### src/sv/decimal_digit_display_refresh_top_macros.svh
// Assertion macros used by the digit display refresh RTL.
`ifndef DECIMAL_DIGIT_DISPLAY_REFRESH_TOP_MACROS_SVH
`define DECIMAL_DIGIT_DISPLAY_REFRESH_TOP_MACROS_SVH

// Same-cycle implication, sampled on clock, ignored during reset.
`define DDR_ASSERT_NOW(label, ante, cons, msg) \
   label: assert property (@(posedge clock) disable iff (reset) (ante) |-> (cons)) \
      else $error(msg);

// Next-cycle implication, sampled on clock, ignored during reset.
`define DDR_ASSERT_NEXT(label, ante, cons, msg) \
   label: assert property (@(posedge clock) disable iff (reset) (ante) |=> (cons)) \
      else $error(msg);

`endif

### src/sv/ddr_pkg.sv
// Shared constants, state type and control structs of the digit display refresh block.
package ddr_pkg;

   localparam int MAX_DIGITS = 16;
   localparam int DIGIT_SLOTS = 256;

   localparam logic [3:0] CODE_MINUS = 4'hA;
   localparam logic [3:0] CODE_BLANK = 4'hF;

   // floor(x / 10) == (x * RECIP_10) >> RECIP_SHIFT for every 32-bit x
   localparam logic [31:0] RECIP_10 = 32'hCCCC_CCCD;
   localparam int RECIP_SHIFT = 35;

   typedef enum logic [2:0] {
      ST_IDLE,
      ST_PRIME,
      ST_DIGITS,
      ST_DRAIN,
      ST_FLUSH
   } ddr_state_type;

   typedef struct packed {
      logic load;
      logic step;
      logic issue_sign;
      logic issue_digit;
      logic flush;
   } ddr_cmd_type;

   typedef struct packed {
      logic count_zero;
      logic sign_mode;
      logic no_digits;
      logic last_digit;
      logic advance;
   } ddr_status_type;

endpackage

### src/sv/ddr_ctrl.sv
// Sequencer of the digit display refresh block.
module ddr_ctrl (
   input  logic                    clock,
   input  logic                    reset,
   input  logic                    req_valid,
   output logic                    req_stall,
   input  ddr_pkg::ddr_status_type status,
   output ddr_pkg::ddr_cmd_type    cmd
);
   import ddr_pkg::*;

   ddr_state_type state_ff;
   ddr_state_type state_in;

   always_ff @(posedge clock) begin
      if (reset) begin
         state_ff <= ST_IDLE;
      end else begin
         state_ff <= state_in;
      end
   end

   always_comb begin
      state_in = state_ff;
      case (state_ff)
         ST_IDLE: begin
            if (req_valid && !status.count_zero) begin
               state_in = ST_PRIME;
            end
         end
         ST_PRIME: begin
            if (status.advance) begin
               state_in = status.no_digits ? ST_DRAIN : ST_DIGITS;
            end
         end
         ST_DIGITS: begin
            if (status.advance && status.last_digit) begin
               state_in = ST_DRAIN;
            end
         end
         ST_DRAIN: begin
            if (status.advance) begin
               state_in = ST_FLUSH;
            end
         end
         ST_FLUSH: begin
            if (status.advance) begin
               state_in = ST_IDLE;
            end
         end
         default: state_in = ST_IDLE;
      endcase
   end

   always_comb begin
      req_stall = 1'b1;
      cmd       = '0;
      case (state_ff)
         ST_IDLE: begin
            req_stall = 1'b0;
            cmd.load  = req_valid;
         end
         ST_PRIME: begin
            cmd.step       = status.advance;
            cmd.issue_sign = status.advance && status.sign_mode;
         end
         ST_DIGITS: begin
            cmd.step        = status.advance;
            cmd.issue_digit = status.advance;
         end
         ST_DRAIN: begin
            cmd = '0;
         end
         ST_FLUSH: begin
            cmd.flush = status.advance;
         end
         default: begin
            cmd = '0;
         end
      endcase
   end

endmodule

### src/sv/ddr_datapath.sv
// Digit generator, shadow code store and output staging of the digit display refresh block.
`include "decimal_digit_display_refresh_top_macros.svh"

module ddr_datapath (
   input  logic                    clock,
   input  logic                    reset,
   input  logic signed [31:0]      req_display_value,
   input  logic        [7:0]       req_first_digit,
   input  logic        [4:0]       req_digit_count,
   input  logic signed [31:0]      req_range_min,
   input  logic signed [31:0]      req_range_max,
   input  ddr_pkg::ddr_cmd_type    cmd,
   output ddr_pkg::ddr_status_type status,
   output logic                    rsp_valid,
   input  logic                    rsp_stall,
   output logic        [7:0]       rsp_digit_position,
   output logic        [3:0]       rsp_digit_code,
   output logic                    rsp_last_of_run
);
   import ddr_pkg::*;

   // load-time decode
   logic        oor;
   logic        sign_mode;
   logic [4:0]  cnt_sat;
   logic [31:0] mag;

   // per-item registers
   logic [7:0]  first_ff;
   logic [7:0]  sign_pos_ff;
   logic [4:0]  ndig_ff;
   logic [3:0]  idx_ff;
   logic        oor_ff;
   logic        neg_ff;
   logic        sign_ff;

   // quotient chain: prev_ff = x, cur_ff = x / 10
   logic [31:0] prev_ff;
   logic [31:0] cur_ff;
   logic [63:0] prod;
   logic [3:0]  digit;

   logic        advance;
   logic        issue;
   logic [7:0]  issue_pos;
   logic [3:0]  issue_code;

   // check stage
   logic        chk_valid_ff;
   logic [7:0]  chk_pos_ff;
   logic [3:0]  chk_code_ff;
   logic [3:0]  code_rd_ff;
   logic        vld_rd_ff;
   logic        emit;

   logic [3:0]  shadow_mem [DIGIT_SLOTS];
   logic        slot_valid_ff [DIGIT_SLOTS];

   // held command, sent once the next one (or the end of the run) is known
   logic        pend_valid_ff;
   logic [7:0]  pend_pos_ff;
   logic [3:0]  pend_code_ff;

   logic        out_valid_ff;
   logic [7:0]  out_pos_ff;
   logic [3:0]  out_code_ff;
   logic        out_last_ff;

   assign oor       = (req_display_value < req_range_min) ||
                      (req_display_value > req_range_max);
   assign sign_mode = !oor && req_range_min[31];
   assign cnt_sat   = (req_digit_count > 5'(MAX_DIGITS)) ? 5'(MAX_DIGITS) : req_digit_count;
   assign mag       = req_display_value[31] ? (32'd0 - $unsigned(req_display_value))
                                            : $unsigned(req_display_value);

   assign prod  = {32'd0, cur_ff} * {32'd0, RECIP_10};
   assign digit = prev_ff[3:0] - 4'(cur_ff[3:0] * 4'd10);

   assign advance = !out_valid_ff || !rsp_stall;

   assign status.count_zero = (req_digit_count == 5'd0);
   assign status.sign_mode  = sign_ff;
   assign status.no_digits  = (ndig_ff == 5'd0);
   assign status.last_digit = (({1'b0, idx_ff} + 5'd1) == ndig_ff);
   assign status.advance    = advance;

   assign issue      = cmd.issue_sign || cmd.issue_digit;
   assign issue_pos  = cmd.issue_sign ? sign_pos_ff : (first_ff + {4'd0, idx_ff});
   assign issue_code = cmd.issue_sign ? (neg_ff ? CODE_MINUS : CODE_BLANK)
                                      : (oor_ff ? CODE_BLANK : digit);

   assign emit = chk_valid_ff && !(vld_rd_ff && (code_rd_ff == chk_code_ff));

   always_ff @(posedge clock) begin
      if (cmd.load) begin
         first_ff    <= req_first_digit;
         sign_pos_ff <= req_first_digit + 8'(cnt_sat) - 8'd1;
         ndig_ff     <= sign_mode ? (cnt_sat - 5'd1) : cnt_sat;
         idx_ff      <= '0;
         oor_ff      <= oor;
         neg_ff      <= req_display_value[31];
         sign_ff     <= sign_mode;
         cur_ff      <= mag;
      end else begin
         if (cmd.issue_digit) begin
            idx_ff <= idx_ff + 4'd1;
         end
         if (cmd.step) begin
            prev_ff <= cur_ff;
            cur_ff  <= {3'd0, prod[63:RECIP_SHIFT]};
         end
      end
   end

   // shadow store: registered read, write from the check stage
   always_ff @(posedge clock) begin
      if (advance) begin
         code_rd_ff <= shadow_mem[issue_pos];
         chk_pos_ff  <= issue_pos;
         chk_code_ff <= issue_code;
         if (emit) begin
            shadow_mem[chk_pos_ff] <= chk_code_ff;
         end
      end
   end

   always_ff @(posedge clock) begin
      if (reset) begin
         for (int i = 0; i < DIGIT_SLOTS; i++) begin
            slot_valid_ff[i] <= 1'b0;
         end
         vld_rd_ff     <= 1'b0;
         chk_valid_ff  <= 1'b0;
         pend_valid_ff <= 1'b0;
         out_valid_ff  <= 1'b0;
      end else if (advance) begin
         vld_rd_ff    <= slot_valid_ff[issue_pos];
         chk_valid_ff <= issue;
         if (emit) begin
            slot_valid_ff[chk_pos_ff] <= 1'b1;
            pend_valid_ff <= 1'b1;
            out_valid_ff  <= pend_valid_ff;
         end else if (cmd.flush && pend_valid_ff) begin
            pend_valid_ff <= 1'b0;
            out_valid_ff  <= 1'b1;
         end else begin
            out_valid_ff <= 1'b0;
         end
      end
   end

   always_ff @(posedge clock) begin
      if (advance) begin
         if (emit) begin
            pend_pos_ff  <= chk_pos_ff;
            pend_code_ff <= chk_code_ff;
         end
         out_pos_ff  <= pend_pos_ff;
         out_code_ff <= pend_code_ff;
         out_last_ff <= !emit;
      end
   end

   assign rsp_valid          = out_valid_ff;
   assign rsp_digit_position = out_pos_ff;
   assign rsp_digit_code     = out_code_ff;
   assign rsp_last_of_run    = out_last_ff;

   `DDR_ASSERT_NOW(a_no_slot_clash, issue && chk_valid_ff, issue_pos != chk_pos_ff, "read and write hit the same slot")
   `DDR_ASSERT_NOW(a_digit_decimal, cmd.issue_digit && !oor_ff, digit <= 4'd9, "digit out of decimal range")
   `DDR_ASSERT_NEXT(a_flush_clears, cmd.flush, !pend_valid_ff, "held word survives flush")
   `DDR_ASSERT_NOW(a_flush_idle_pipe, cmd.flush, !chk_valid_ff && !issue, "flush with command in flight")

endmodule

### src/sv/decimal_digit_display_refresh_top.sv
// Top level of the decimal digit display refresh block.
// Usage:
//  - req_ channel: one word carries a signed value and a display descriptor
//    (first digit position, digit count, range min and max). Accepted when
//    req_valid is high and req_stall low; req_stall is high while a word is
//    being worked on, so one word is handled at a time.
//  - rsp_ channel: one word per digit command (position, code, last flag).
//    Commands whose code the position already shows are dropped; the last
//    word sent for a request has rsp_last_of_run set. A request may yield
//    no words at all.
//  - Timing: a word (count saturated at 16) passes a prime step, a digit
//    step per digit (the prime step issues the sign if a sign position is
//    used), a drain and a flush step; a zero count stays in idle. Digits
//    leave one per cycle while rsp_ is not stalled; the 1/10 step is one
//    32x32 multiply per cycle and the shadow store read-compare-write adds
//    one stage. A result passes the check stage and the held word to rsp_.
//  - Stall: a stalled rsp_ word freezes the whole pipeline, including the
//    shadow store read; no word is lost or repeated.
//  - Reset: synchronous, marks all 256 shadow positions unknown at once
//    (valid flags), so the block is ready on the first cycle after reset.
module decimal_digit_display_refresh_top (
   input  logic               clock,
   input  logic               reset,
   input  logic               req_valid,
   output logic               req_stall,
   input  logic signed [31:0] req_display_value,
   input  logic        [7:0]  req_first_digit,
   input  logic        [4:0]  req_digit_count,
   input  logic signed [31:0] req_range_min,
   input  logic signed [31:0] req_range_max,
   output logic               rsp_valid,
   input  logic               rsp_stall,
   output logic        [7:0]  rsp_digit_position,
   output logic        [3:0]  rsp_digit_code,
   output logic               rsp_last_of_run
);
   import ddr_pkg::*;

   ddr_cmd_type    cmd;
   ddr_status_type status;

   // sequencer: walks prime, digit, drain and flush steps
   ddr_ctrl u_ctrl (
      .clock     (clock),
      .reset     (reset),
      .req_valid (req_valid),
      .req_stall (req_stall),
      .status    (status),
      .cmd       (cmd)
   );

   // datapath: quotient chain, shadow store, held word and output register
   ddr_datapath u_datapath (
      .clock              (clock),
      .reset              (reset),
      .req_display_value  (req_display_value),
      .req_first_digit    (req_first_digit),
      .req_digit_count    (req_digit_count),
      .req_range_min      (req_range_min),
      .req_range_max      (req_range_max),
      .cmd                (cmd),
      .status             (status),
      .rsp_valid          (rsp_valid),
      .rsp_stall          (rsp_stall),
      .rsp_digit_position (rsp_digit_position),
      .rsp_digit_code     (rsp_digit_code),
      .rsp_last_of_run    (rsp_last_of_run)
   );

endmodule
### config.mk
export PLATFORM = sky130hd
export DESIGN_NAME = decimal_digit_display_refresh_top
export DESIGN_NICKNAME = d
export VERILOG_FILES = /design/src/sv/ddr_pkg.sv /design/src/sv/ddr_ctrl.sv /design/src/sv/ddr_datapath.sv /design/src/sv/decimal_digit_display_refresh_top.sv
export VERILOG_INCLUDE_DIRS = /design/src /design/src/sv
export SDC_FILE = /design/constraint.sdc
export NUM_CORES = 2
export LEC_CHECK = 0
export BUFFER_PORTS_ARGS = -buffer_cell sky130_fd_sc_hd__buf_2
export CORE_ASPECT_RATIO = 1.2
export CORE_UTILIZATION = 30
export DETAILED_ROUTE_END_ITERATION = 7
export GPL_ROUTABILITY_DRIVEN = 0
export SLEW_MARGIN = 20
export SYNTH_ARGS = -nofsm -noshare
export SYNTH_HDL_FRONTEND = slang
export SYNTH_SLANG_ARGS = --single-unit
export TNS_END_PERCENT = 30
### constraint.sdc
create_clock -name clock -period 6.75 [get_ports clock]
set_input_delay 0 -clock clock [delete_from_list [all_inputs] [get_ports clock]]
set_output_delay 0 -clock clock [all_outputs]
set_load 0.02 [all_outputs]
==> qor.csv <==
stage;metric;value;unit
outcome;status;finished, violations left;
outcome;failing checks;negative setup slack;
global_route;number of global-route vias before repair;54317;
clock_tree;Clk pin slew, worst setup/hold paths;0.06;ns
synthesis;post-synthesis async set-or-reset flop share;0;%
final_layout;commonest cells after routing, fill and taps aside;edfxtp_1 (1125), nand2_1 (1054), nor2_1 (811);
final_layout;most common cell after layout, fill and taps aside;edfxtp_1;
critical_path;CP max stage delay;0.55;ns
clock_tree;CTS sink cnt;1392;
routing;first-iteration detailed-routing DRC count;5373;
global_route;Global Route Usage Sum;18.35;%
synthesis;Post-synth EDFFs;1125;
critical_path;cell family contributing the most delay on the critical path;adder cells;
critical_path;r2r setup slk;-0.56;ns
critical_path;required time worst endpoint;7.28;ns
synthesis;register area share after synthesis;51.91;%
final_layout;Final #Nets;8235;
final_layout;post-route core utilization;35.33;%
sta;Peak Freq;0.1369;GHz
clock_tree;CTS max path bufs;3;
clock_tree;Skew-Pair Late Insertion Delay;0.80;ns
routing;DRC;0;
synthesis;warnings from Yosys;0;
clock_tree;CTS tree;yes;
synthesis;Top FF cell, synth;edfxtp_1;
critical_path;CP Max Fanout;3;
die;die height;551.1;µm
clock_tree;CTS Buf Count;141;
min_path;hold path depth;4;
routing;metal2 WL;111900;µm
synthesis;Synth Register Bits;1392;
synthesis;Syn Area/Cell;10.95;µm²
sta;Pins Over Slew Limit;0;
critical_path;WP data arrival;7.84;ns
sta;RSZ-0062 raised after global routing;yes;
global_route;initial antenna violation count;11;
routing;final WL;238600;µm
routing;drt via density;5.125;
routing;metal3 WL;18830;µm
sta;Fin Setup TNS;-10.49;ns
placement;post-placement cell count;10421;
final_layout;layout cells sized above 1;12.55;%
critical_path;buffers plus inverters on the worst setup path;10;
final_layout;Area Growth Syn to Fin;17.07;%
critical_path;Startpoint Class;register;
min_path;Hold Path Sink;u_datapath.cur_ff[26]$_DFFE_PP_;
global_route;grt total ovfl;0;
synthesis;library cells used by synthesis;79;
synthesis;syn nets;7815;
routing;top sig layer;met5;
sta;clk_skew;0.02915;ns
critical_path;cell mode on critical path;buf_4;
global_route;pin count of the biggest net entering global routing;183;
die;IO Pins;128;
final_layout;fill count;24603;
sta;Final Cycle Share;108.2;%
run;Max-Cap Viols;0;
routing;Pre-antenna DRT Iters;6;
min_path;Hold WC Path Type;in -> reg;
critical_path;reg2reg start;u_datapath.cur_ff[15]$_DFFE_PP_;
critical_path;R2R Path End;u_datapath.cur_ff[17]$_DFFE_PP_;
die;core region area;249700;µm²
routing;post-route ant nets;0;
routing;Routed met1 length;96070;µm
synthesis;Mapped Cells;6884;
placement;detailed placer's ending HPWL;162900;µm
clock_tree;Max H-tree Level;4;
routing;wire length per cell;22.14;µm
critical_path;crit end category;register;
critical_path;r2r worst-path depth;27;
sta;Final Worst Setup Slack;-0.5563;ns
sta;min Tclk post-route;7.306;ns
critical_path;CP max stage cell;fa_2;
sta;setup violators final;28;
sta;Relative slew margins;25.17;%
sta;Tightest Pin Transition;1.119;ns
die;die outline width;459.6;µm
min_path;hold path start;req_display_value[25];
critical_path;Setup CP Type;reg -> reg;
final_layout;Non-Filler Instances;10776;
placement;PortBufs;127;
sta;worst hold slack;0.05311;ns
die;row count;201;
die;Total Die Area;253300;µm²
sta;final hold vios;0;
routing;via count;55232;
die;starting density of the core;30.18;%
clock_tree;Root Buffer Master;clkbuf_16;
global_route;first-pass GRT wire length;349400;µm
synthesis;cell area after synthesis;75380;µm²
==> tightest hold or removal path, delay by kind of cell <==
kind,cells,cell delay (ns)
AOI/OAI and AO/OA,2,0.28
buffers and inverters,1,0.24
xor gates and xnor gates,1,0.21
==> layer usage <==
metal,GRT usage [%],vias to the layer above
met4,8.456,2
met5,0,-
li1,-,24841
met2,30.03,2384
met1,23.58,27500
met3,3.199,505
==> per-stage QoR <==
| stage | instance area, µm² | setup slack, ns |
|---|---|---|
| 2_1_floorplan | 75490 | -0.02786 |
| 3_3_place_gp | 82240 | -0.7175 |
| 3_5_place_dp | 82240 | -0.7835 |
| 4_1_cts | 88020 | -0.6157 |
| 5_1_grt | 88240 | -0.6717 |
| 6_report | 88240 | -0.5563 |
==> synth_stat cells, drive strengths merged, types with 59 or more instances <==
cell	number	area share (%)
edfxtp	1125	45
nand2	1067	5.3
nor2	815	4.1
inv	638	3.2
ha	428	7.1
fa	390	10
nand3	375	2.5
dfxtp	267	7.1
a311oi	210	2.4
clkbuf	186	0.93
buf	178	1.2
and3	173	1.4
a211oi	168	1.7
a21oi	126	0.84
nor3	105	0.72
o21ai	78	0.52
a21o	72	0.72
xor2	64	0.74
xnor2	63	0.73
a31oi	59	0.49
==> cell type report <==
class	count	area [µm²]	share of cell area [%]
sequential	1392	39130	44.34
multi-input combinational	4489	32990	37.38
timing repair buffer	641	4852	5.499
tap	3349	4190	4.749
clock buffer	193	3960	4.488
inverter	639	2421	2.744
clock inverter	70	695.7	0.7884
antenna	3	7.507	0.008508
==> sequential cells by signal (all words and copies together) (netlist names), 3 cells and up <==
signal                         cells
u_datapath.prev_ff                 4
u_datapath.rsp_digit_code          4
u_datapath.shadow_mem           1024
u_datapath.pend_pos_ff             8
u_datapath.code_rd_ff              4
u_datapath.ndig_ff                 5
u_datapath.slot_valid_ff         256
u_datapath.chk_pos_ff              8
u_datapath.cur_ff                 32
u_datapath.idx_ff                  4
u_ctrl.state_ff                    3
u_datapath.chk_code_ff             4
u_datapath.pend_code_ff            4
u_datapath.sign_pos_ff             8
u_datapath.rsp_digit_position      8
u_datapath.first_ff                8
==> timing repair <==
item,in CTS,in global routing
resized for setup,75,30
pin swaps,48,8
setup endpoints to repair,29,29
endpoints found under the hold margin,139,0
gates cloned,0,0
setup buffers,22,10
hold buffers,62,0
==> cells by family (layout without fill, tap and decap cells) <==
family	after synthesis	in the layout	synth area share [%]
and+or+nand+nor	2661	2661	15.12
DFF	1392	1392	51.91
buffers and inverters	1003	1543	5.264
AOI/OAI and AO/OA	852	852	8.250
adders and majority gates	818	818	17.46
xor gates and xnor gates	127	127	1.476
muxes	31	31	0.5162
other	0	3	0
==> worst max-delay path by stage <==
| stage | startpoint | depth (start not counted) | end | slack [ns] |
|---|---|---|---|---|
| 2_1_floorplan | u_datapath.cur_ff[11]$_DFFE_PP_ | 24 | u_datapath.cur_ff[17]$_DFFE_PP_ | -0.03 |
| 3_3_place_gp | u_datapath.cur_ff[7]$_DFFE_PP_ | 24 | u_datapath.cur_ff[17]$_DFFE_PP_ | -0.72 |
| 3_5_place_dp | u_datapath.cur_ff[11]$_DFFE_PP_ | 25 | u_datapath.cur_ff[17]$_DFFE_PP_ | -0.78 |
| 4_1_cts | u_datapath.cur_ff[15]$_DFFE_PP_ | 25 | u_datapath.cur_ff[17]$_DFFE_PP_ | -0.62 |
| 5_1_grt | u_datapath.cur_ff[15]$_DFFE_PP_ | 27 | u_datapath.cur_ff[14]$_DFFE_PP_ | -0.67 |
| 6_report | u_datapath.cur_ff[15]$_DFFE_PP_ | 27 | u_datapath.cur_ff[17]$_DFFE_PP_ | -0.56 |
Power is not shown: default switching activity piles up to over one toggle a cycle in this logic, so the estimate is an artifact.
